## src/rtl/fir_q15_pkg.sv

```systemverilog
// Shared types and constants for the Q15 FIR filter.
// Used by the controller, the datapath, the top level and the checker.
`default_nettype none

package fir_q15_pkg;

    localparam int MAX_TAPS_DEFAULT = 64;
    localparam int SAMPLE_W         = 16;
    localparam int INDEX_W          = 6;
    localparam int TAP_COUNT_W      = 7;
    localparam int IN_TDATA_W       = 24;
    localparam int APB_ADDR_W       = 3;
    localparam int APB_DATA_W       = 32;

    localparam logic [TAP_COUNT_W-1:0] TAP_COUNT_RESET = 7'd63;

    localparam logic signed [31:0] ROUND_CONST = 32'sd16384;
    localparam logic signed [31:0] SAT_HIGH    = 32'sh3fffffff;
    localparam logic signed [31:0] SAT_LOW     = -32'sh40000000;

    localparam logic signed [SAMPLE_W-1:0] OUT_MAX = 16'sh7fff;
    localparam logic signed [SAMPLE_W-1:0] OUT_MIN = -16'sh8000;

    typedef enum logic
    {
        REG_TAP_COUNT = 1'b0,
        REG_NONE      = 1'b1
    } reg_index_t;

    typedef enum logic
    {
        OP_FILTER = 1'b0,
        OP_COEF   = 1'b1
    } op_t;

    typedef enum logic [1:0]
    {
        ST_IDLE,
        ST_RUN,
        ST_DRAIN,
        ST_FINISH
    } ctrl_state_t;

    typedef struct packed
    {
        logic start_sample;
        logic write_coef;
        logic issue;
        logic load_out;
    } cmd_t;

    typedef struct packed
    {
        logic taps_zero;
        logic last_tap;
        logic pipe_busy;
        logic out_free;
    } status_t;

endpackage

`default_nettype wire

```

## src/rtl/fir_q15_ctrl.sv

```systemverilog
// Controller state machine for the Q15 FIR filter.
// Drives datapath commands from the input handshake and datapath status; uses fir_q15_pkg.
`default_nettype none

module fir_q15_ctrl
(
    input  wire logic                 clk,
    input  wire logic                 rst_n,
    input  wire logic                 in_valid,
    input  wire fir_q15_pkg::op_t     op,
    output logic                      in_ready,
    input  wire fir_q15_pkg::status_t status,
    output fir_q15_pkg::cmd_t         cmd
);
    import fir_q15_pkg::*;

    ctrl_state_t state_reg;
    ctrl_state_t state_next;

    always_ff @(posedge clk or negedge rst_n)
    begin
        if (!rst_n)
        begin
            state_reg <= ST_IDLE;
        end
        else
        begin
            state_reg <= state_next;
        end
    end

    always_comb
    begin
        state_next = state_reg;
        in_ready   = 1'b0;
        cmd        = '0;
        unique case (state_reg)
            ST_IDLE:
            begin
                in_ready = 1'b1;
                if (in_valid)
                begin
                    if (op == OP_COEF)
                    begin
                        cmd.write_coef = 1'b1;
                    end
                    else
                    begin
                        cmd.start_sample = 1'b1;
                        state_next = status.taps_zero ? ST_DRAIN : ST_RUN;
                    end
                end
            end
            ST_RUN:
            begin
                cmd.issue = 1'b1;
                if (status.last_tap)
                begin
                    state_next = ST_DRAIN;
                end
            end
            ST_DRAIN:
            begin
                if (!status.pipe_busy)
                begin
                    state_next = ST_FINISH;
                end
            end
            ST_FINISH:
            begin
                if (status.out_free)
                begin
                    cmd.load_out = 1'b1;
                    state_next = ST_IDLE;
                end
            end
            default:
            begin
                state_next = ST_IDLE;
            end
        endcase
    end

endmodule

`default_nettype wire

```

## src/rtl/fir_q15_datapath.sv

```systemverilog
// Datapath of the Q15 FIR filter: sample ring buffer, coefficient memory,
// one multiply-accumulate pipeline and the output register. Uses fir_q15_pkg.
`default_nettype none

module fir_q15_datapath
#(
    parameter int MAX_TAPS = fir_q15_pkg::MAX_TAPS_DEFAULT
)
(
    input  wire logic                                  clk,
    input  wire logic                                  rst_n,
    input  wire fir_q15_pkg::cmd_t                     cmd,
    output fir_q15_pkg::status_t                       status,
    input  wire logic [fir_q15_pkg::TAP_COUNT_W-1:0]   tap_count,
    input  wire logic signed [fir_q15_pkg::SAMPLE_W-1:0] value,
    input  wire logic [fir_q15_pkg::INDEX_W-1:0]       coef_index,
    output logic                                       out_valid,
    input  wire logic                                  out_ready,
    output logic signed [fir_q15_pkg::SAMPLE_W-1:0]    filtered
);
    import fir_q15_pkg::*;

    localparam int AW    = (MAX_TAPS > 1) ? $clog2(MAX_TAPS) : 1;
    localparam int CW    = $clog2(MAX_TAPS + 1);
    localparam int PW    = 2 * SAMPLE_W;
    localparam int ACC_W = PW + CW + 1;

    localparam logic signed [ACC_W-1:0] ACC_ROUND = ACC_W'(ROUND_CONST);
    localparam logic signed [ACC_W-1:0] ACC_HIGH  = ACC_W'(SAT_HIGH);
    localparam logic signed [ACC_W-1:0] ACC_LOW   = ACC_W'(SAT_LOW);

    logic signed [SAMPLE_W-1:0] hist_mem [MAX_TAPS];
    logic signed [SAMPLE_W-1:0] coef_mem [MAX_TAPS];

    logic [MAX_TAPS-1:0]        coef_valid_reg;
    logic [AW-1:0]              wp_reg;
    logic [AW-1:0]              k_reg;
    logic [CW-1:0]              fill_reg;
    logic signed [SAMPLE_W-1:0] hist_q_reg;
    logic signed [SAMPLE_W-1:0] coef_q_reg;
    logic                       s1_valid_reg;
    logic                       s1_use_reg;
    logic signed [PW-1:0]       prod_reg;
    logic                       s2_valid_reg;
    logic signed [ACC_W-1:0]    acc_reg;
    logic                       out_valid_reg;
    logic signed [SAMPLE_W-1:0] out_data_reg;

    logic [CW-1:0]              taps;
    logic [AW-1:0]              wp_inc;
    logic [AW:0]                wrap_sum;
    logic [AW-1:0]              hist_addr;
    logic [AW-1:0]              coef_addr;
    logic                       coef_hit;
    logic                       sample_known;
    logic signed [PW-1:0]       mult;
    logic signed [SAMPLE_W-1:0] sat_result;

    always_comb
    begin
        if (32'(tap_count) > MAX_TAPS)
        begin
            taps = CW'(MAX_TAPS);
        end
        else
        begin
            taps = CW'(tap_count);
        end
    end

    assign wp_inc    = (wp_reg == AW'(MAX_TAPS - 1)) ? '0 : wp_reg + 1'b1;
    assign wrap_sum  = {1'b0, wp_reg} + (AW + 1)'(MAX_TAPS) - {1'b0, k_reg};
    assign hist_addr = (wp_reg >= k_reg) ? (wp_reg - k_reg) : wrap_sum[AW-1:0];
    assign coef_addr = AW'(32'(coef_index));
    assign coef_hit  = 32'(coef_index) < MAX_TAPS;
    assign sample_known = CW'(k_reg) < fill_reg;
    assign mult = hist_q_reg * coef_q_reg;

    always_comb
    begin
        if (acc_reg > ACC_HIGH)
        begin
            sat_result = OUT_MAX;
        end
        else if (acc_reg < ACC_LOW)
        begin
            sat_result = OUT_MIN;
        end
        else
        begin
            sat_result = acc_reg[30:15];
        end
    end

    // The sample memory starts undefined; fill_reg masks entries never written.
    always_ff @(posedge clk)
    begin
        if (cmd.start_sample)
        begin
            hist_mem[wp_inc] <= value;
        end
        if (cmd.write_coef && coef_hit)
        begin
            coef_mem[coef_addr] <= value;
        end
        if (cmd.issue)
        begin
            hist_q_reg <= hist_mem[hist_addr];
            coef_q_reg <= coef_mem[k_reg];
        end
    end

    always_ff @(posedge clk)
    begin
        if (s1_valid_reg)
        begin
            prod_reg <= s1_use_reg ? mult : '0;
        end
        if (cmd.start_sample)
        begin
            acc_reg <= ACC_ROUND;
        end
        else if (s2_valid_reg)
        begin
            acc_reg <= acc_reg + ACC_W'(prod_reg);
        end
        if (cmd.load_out)
        begin
            out_data_reg <= sat_result;
        end
    end

    always_ff @(posedge clk or negedge rst_n)
    begin
        if (!rst_n)
        begin
            coef_valid_reg <= '0;
            wp_reg         <= '0;
            k_reg          <= '0;
            fill_reg       <= '0;
            s1_valid_reg   <= 1'b0;
            s1_use_reg     <= 1'b0;
            s2_valid_reg   <= 1'b0;
            out_valid_reg  <= 1'b0;
        end
        else
        begin
            if (cmd.write_coef && coef_hit)
            begin
                coef_valid_reg[coef_addr] <= 1'b1;
            end
            if (cmd.start_sample)
            begin
                wp_reg <= wp_inc;
                k_reg  <= '0;
                if (fill_reg != CW'(MAX_TAPS))
                begin
                    fill_reg <= fill_reg + 1'b1;
                end
            end
            else if (cmd.issue)
            begin
                k_reg <= k_reg + 1'b1;
            end
            s1_valid_reg <= cmd.issue;
            s1_use_reg   <= cmd.issue && sample_known && coef_valid_reg[k_reg];
            s2_valid_reg <= s1_valid_reg;
            if (cmd.load_out)
            begin
                out_valid_reg <= 1'b1;
            end
            else if (out_ready)
            begin
                out_valid_reg <= 1'b0;
            end
        end
    end

    assign status.taps_zero = (taps == '0);
    assign status.last_tap  = (CW'(k_reg) == taps - 1'b1);
    assign status.pipe_busy = s1_valid_reg || s2_valid_reg;
    assign status.out_free  = !out_valid_reg || out_ready;

    assign out_valid = out_valid_reg;
    assign filtered  = out_data_reg;

endmodule

`default_nettype wire

```

## src/rtl/fir_filter_q15_saturating.sv

```systemverilog
// Q15 FIR filter top level: APB tap-count register, controller and datapath.
// A filter request holds the input through RUN, DRAIN and FINISH, RUN being skipped when
// T = min(tap_count, MAX_TAPS) is zero; the shared multiply-accumulate walks one tap per cycle.
// Its result is registered on leaving FINISH, which waits while the previous result is unaccepted.
// A coefficient request is taken while idle, keeps the input ready and gives no result.
// rst_n sets tap_count to 63, drops the output valid, and makes coefficients and history read zero.
`default_nettype none

module fir_filter_q15_saturating
#(
    parameter int MAX_TAPS = fir_q15_pkg::MAX_TAPS_DEFAULT
)
(
    input  wire logic                                  clk,
    input  wire logic                                  rst_n,
    input  wire logic                                  s_axis_tvalid,
    output logic                                       s_axis_tready,
    // [15:0] value, [21:16] coef_index, [23:22] zero
    input  wire logic [fir_q15_pkg::IN_TDATA_W-1:0]    s_axis_tdata,
    // [0] op
    input  wire logic [0:0]                            s_axis_tuser,
    output logic                                       m_axis_tvalid,
    input  wire logic                                  m_axis_tready,
    // [15:0] filtered
    output logic [fir_q15_pkg::SAMPLE_W-1:0]           m_axis_tdata,
    input  wire logic                                  psel,
    input  wire logic                                  penable,
    input  wire logic                                  pwrite,
    input  wire logic [fir_q15_pkg::APB_ADDR_W-1:0]    paddr,
    input  wire logic [fir_q15_pkg::APB_DATA_W-1:0]    pwdata,
    output logic [fir_q15_pkg::APB_DATA_W-1:0]         prdata,
    output logic                                       pready
);
    import fir_q15_pkg::*;

    logic [TAP_COUNT_W-1:0]     tap_count_reg;
    reg_index_t                 reg_sel;
    cmd_t                       cmd;
    status_t                    status;
    op_t                        op;
    logic signed [SAMPLE_W-1:0] value;
    logic [INDEX_W-1:0]         coef_index;
    logic signed [SAMPLE_W-1:0] filtered;

    assign reg_sel = reg_index_t'(paddr[2]);
    assign pready  = 1'b1;

    always_ff @(posedge clk or negedge rst_n)
    begin
        if (!rst_n)
        begin
            tap_count_reg <= TAP_COUNT_RESET;
        end
        else if (psel && penable && pwrite && (reg_sel == REG_TAP_COUNT))
        begin
            tap_count_reg <= pwdata[TAP_COUNT_W-1:0];
        end
    end

    always_comb
    begin
        unique case (reg_sel)
            REG_TAP_COUNT: prdata = APB_DATA_W'(tap_count_reg);
            default:       prdata = '0;
        endcase
    end

    assign op         = op_t'(s_axis_tuser[0]);
    assign value      = s_axis_tdata[SAMPLE_W-1:0];
    assign coef_index = s_axis_tdata[SAMPLE_W+INDEX_W-1:SAMPLE_W];

    fir_q15_ctrl u_ctrl
    (
        .clk      (clk),
        .rst_n    (rst_n),
        .in_valid (s_axis_tvalid),
        .op       (op),
        .in_ready (s_axis_tready),
        .status   (status),
        .cmd      (cmd)
    );

    fir_q15_datapath #(
        .MAX_TAPS (MAX_TAPS)
    ) u_datapath
    (
        .clk        (clk),
        .rst_n      (rst_n),
        .cmd        (cmd),
        .status     (status),
        .tap_count  (tap_count_reg),
        .value      (value),
        .coef_index (coef_index),
        .out_valid  (m_axis_tvalid),
        .out_ready  (m_axis_tready),
        .filtered   (filtered)
    );

    assign m_axis_tdata = filtered;

endmodule

`default_nettype wire

```

## config.mk

```make
export PLATFORM = sky130hd
export DESIGN_NAME = fir_filter_q15_saturating
export DESIGN_NICKNAME = d
export VERILOG_FILES = /design/src/rtl/fir_q15_pkg.sv /design/src/rtl/fir_q15_ctrl.sv /design/src/rtl/fir_q15_datapath.sv /design/src/rtl/fir_filter_q15_saturating.sv
export SDC_FILE = /design/constraint.sdc
export NUM_CORES = 2
export LEC_CHECK = 0
export ABC_CLOCK_PERIOD_IN_PS = 6200
export BUFFER_PORTS_ARGS = -buffer_cell sky130_fd_sc_hd__buf_2
export CORE_UTILIZATION = 57
export DETAILED_ROUTE_END_ITERATION = 8
export GPL_TIMING_DRIVEN = 1
export PLACE_DENSITY = 0.81
export SLEW_MARGIN = 20
export SYNTH_ARGS = -nofsm -noshare
export SYNTH_HDL_FRONTEND = slang
export SYNTH_HIERARCHICAL = 1
export SYNTH_SLANG_ARGS = --single-unit
```

## constraint.sdc

```tcl
create_clock -name clk -period 6.2 [get_ports clk]
set_input_delay 1.86 -clock clk [delete_from_list [all_inputs] [get_ports clk]]
set_output_delay 1.86 -clock clk [all_outputs]
set_load 0.05 [all_outputs]
```

==> metrics.txt <==
status=finished with violations; failing checks=design-rule violations; Hold Vio Cnt, Final=0; via count=52121; DIE AREA=175000 um^2; cts bufs inserted=210; Yosys top cell area share=0.646; f_max=0.166 GHz; Warnings, synthesis=6; clk_lat worst skew=a little under 0.9 ns; initial antenna violation count=18; crit path kind=flop to flop; Port-buffer cells=62; final core occ=0.643; design area=roughly 110000 um^2; Area growth, synth to finish=11.7%; netlist area before placement=99000 um^2; I/O pin total=118; R2R setup slack=between 0.15 and 0.2 ns; sequential share of the synthesized area=0.678; CP Launch Point=u_datapath/coef_q_reg[5]$_DFFE_PP_; fillers=10669; clock sink total=~2300; largest net degree at the start of global routing=158; Chip Width=419 um; most frequent cell after synthesis=edfxtp_1; WP data arrival=6.62 ns; hold path start=u_datapath/coef_valid_reg[22]$_DFFE_PN0P_; FF+latch area=67100 um^2; initial DRC count=7429; Data required, critical path=6.79 ns; site row count=approximately 150; last element of the critical path=u_datapath/prod_reg[19]$_SDFFCE_PN0P_; Buf/Inv on CP=3; multi-input logic area=between 20000 and 30000 um^2; Crit-path slowest cell=fa_1; Post-synth EDFFs=2128; DR WL/cell=31.8 um; Tmin final=6.03 ns; Worst path max stage delay=0.52 ns; GRT overflow=0; top cells by count, synth=edfxtp_1 (2128), mux4_2 (677), inv_1 (321); worst slew pin tran=1.14 ns; first-pass GRT wire length=~370000 um; Max Root-Sink Buffers=3; worst path cell trace=buf_4 -> and2_1 -> fa_1 -> inv_1 -> fa_1 -> fa_1 -> inv_1 -> ha_1 -> fa_1 -> fa_1 -> ha_1 -> a2111oi_2 -> o21ai_1 -> a41oi_2 -> nor2b_1 -> o21a_1 -> o31a_1 -> o41ai_2 -> xnor2_1 -> and2_1; number of distinct library cells after synthesis=between 80 and 90; clk_skew=0.0414 ns; min-delay worst type=flop to flop; final worst-path cycle share=0.972; crit-path leading delay family=adder cells; Yosys reg bits=2264; nets=5938; CTS root buf=clkbuf_16; reg2reg end=u_datapath/prod_reg[19]$_SDFFCE_PN0P_; Max-cap violations=0; Reg2Reg Depth=20; crit path capture type=flop; fraction of layout cells with a size suffix above 1=0.263; WL final=253000 um; Final setup viols=0; Mean Syn Cell Area=19.3 um^2; CTS clk-pin slew, worst paths=approximately 0.060 ns; Die Span Y=419 um; Core Footprint=approximately 170000 um^2; Mapped Cells=~5000; vias in the first global route=54282; RD Place Congestion=0.858; startpoint types=flop; Placement Cell Area=103000 um^2; GRT Total Usage=0.294; reg2reg start=u_datapath/coef_q_reg[5]$_DFFE_PP_; Slew Viols, Final=0; ANT nets after route=0; Starting Density=0.576; critical path depth in cells=20; leading area contributor after synthesis=edfxtp_1; ys flop type=edfxtp_1; Slew headroom=0.237; CTS H-tree depth=4; CP most frequent cell=fa_1; Vias/cell=6.55; DPL Wire Length=between 100000 and 150000 um; First-pass DRT Iterations=8; # DRC=1; TritonCTS clock tree=done; Async S/R FF share, synth=0.0424; Synth area leaders=edfxtp_1 (65%), mux4_2 (15%), fa_1 (5.3%); Worst Path Max Fanout=9
## area by class of cell
| class | count | area share |
|---|---|---|
| diodes | 4 | 0.0000905 |
| clock buffers | 267 | 0.0506 |
| clock inverters | 121 | 0.0106 |
| inverters | 323 | 0.0110 |
| multi-input cells | 2317 | 0.270 |
| flip-flops and latches | 2264 | 0.607 |
| well taps | 2310 | 0.0261 |
| repair buffers | 350 | 0.0242 |
## kinds of logic (layout without fill, tap and decap cells)
group / after synthesis / count (layout) / share of synthesized area
xor gates and xnor gates: 82 / 82 / 0.00741
AOI/OAI and AO/OA: 287 / 287 / 0.0198
adders and majority gates: 405 / 405 / 0.0712
DFF: 2264 / 2264 / 0.678
muxes: 729 / 729 / 0.159
buffers and inverters: 575 / 1061 / 0.0236
other: 2 / 30 / 0.0000759
and+or+nand+nor: 788 / 788 / 0.0401
## how the worst min path moves through the flow
stage / cells past startpoint / end / slack (ns)
2_1_floorplan: 1 / u_datapath/coef_valid_reg[10]$_DFFE_PN0P_ / 0.43
5_1_grt: 1 / u_datapath/coef_valid_reg[38]$_DFFE_PN0P_ / 0.48
3_5_place_dp: 1 / u_datapath/coef_valid_reg[16]$_DFFE_PN0P_ / 0.45
3_3_place_gp: 1 / u_datapath/coef_valid_reg[18]$_DFFE_PN0P_ / 0.45
6_report: 1 / u_datapath/coef_valid_reg[22]$_DFFE_PN0P_ / 0.47
4_1_cts: 1 / u_datapath/coef_valid_reg[22]$_DFFE_PN0P_ / 0.47
## layout by cell type (no fill, tap or decap), types with 23 or more instances in the layout
cell type,instances
mux2i_1,41
inv_1,317
nand2_1,173
fa_1,259
buf_4,285
mux4_2,677
xnor2_1,54
conb_1,26
nor2_1,209
edfxtp_1,2128
or2_2,68
buf_2,45
clkbuf_1,45
clkinv_1,47
a21oi_1,75
a211oi_1,23
xor2_1,24
and2_1,140
clkbuf_16,211
clkinv_2,36
nor2b_1,35
a21o_1,51
o21ai_0,25
dfrtp_1,86
dfxtp_1,40
ha_1,136
## per-layer routing
| layer | up-vias | routed length, um | part of all wire | GRT usage |
|---|---|---|---|---|
| met1 | 26986 | 86800 | 0.34 | 0.373 |
| li1 | 20691 | - | - | - |
| met3 | 772 | 27400 | 0.11 | 0.0663 |
| met2 | 3658 | 126000 | 0.50 | 0.483 |
| met5 | - | 112 | 0.00044 | 0 |
| met4 | 14 | 13100 | 0.052 | 0.140 |
## metrics by stage
step	TNS, ns	hold WS (ns)	cells	worst slack (ns)
finish	0	0.468	7956	0.173
global route	-0.430	0.477	7952	-0.0893
CTS	0	0.465	7930	0.00672
detailed placement	0	0.450	7541	0.0162
global placement	0	0.445	7541	0.0151
floorplan	0	0.434	5156	0.0275
## timing repair
action	4_1_cts	5_1_grt
endpoints found under the setup margin	1	12
buffers inserted	1	22
pin swaps	0	31
hold buffers	0	0
gates resized for setup	1	48
Power is not shown: default switching activity piles up to over one toggle a cycle in this logic, so the estimate is an artifact.
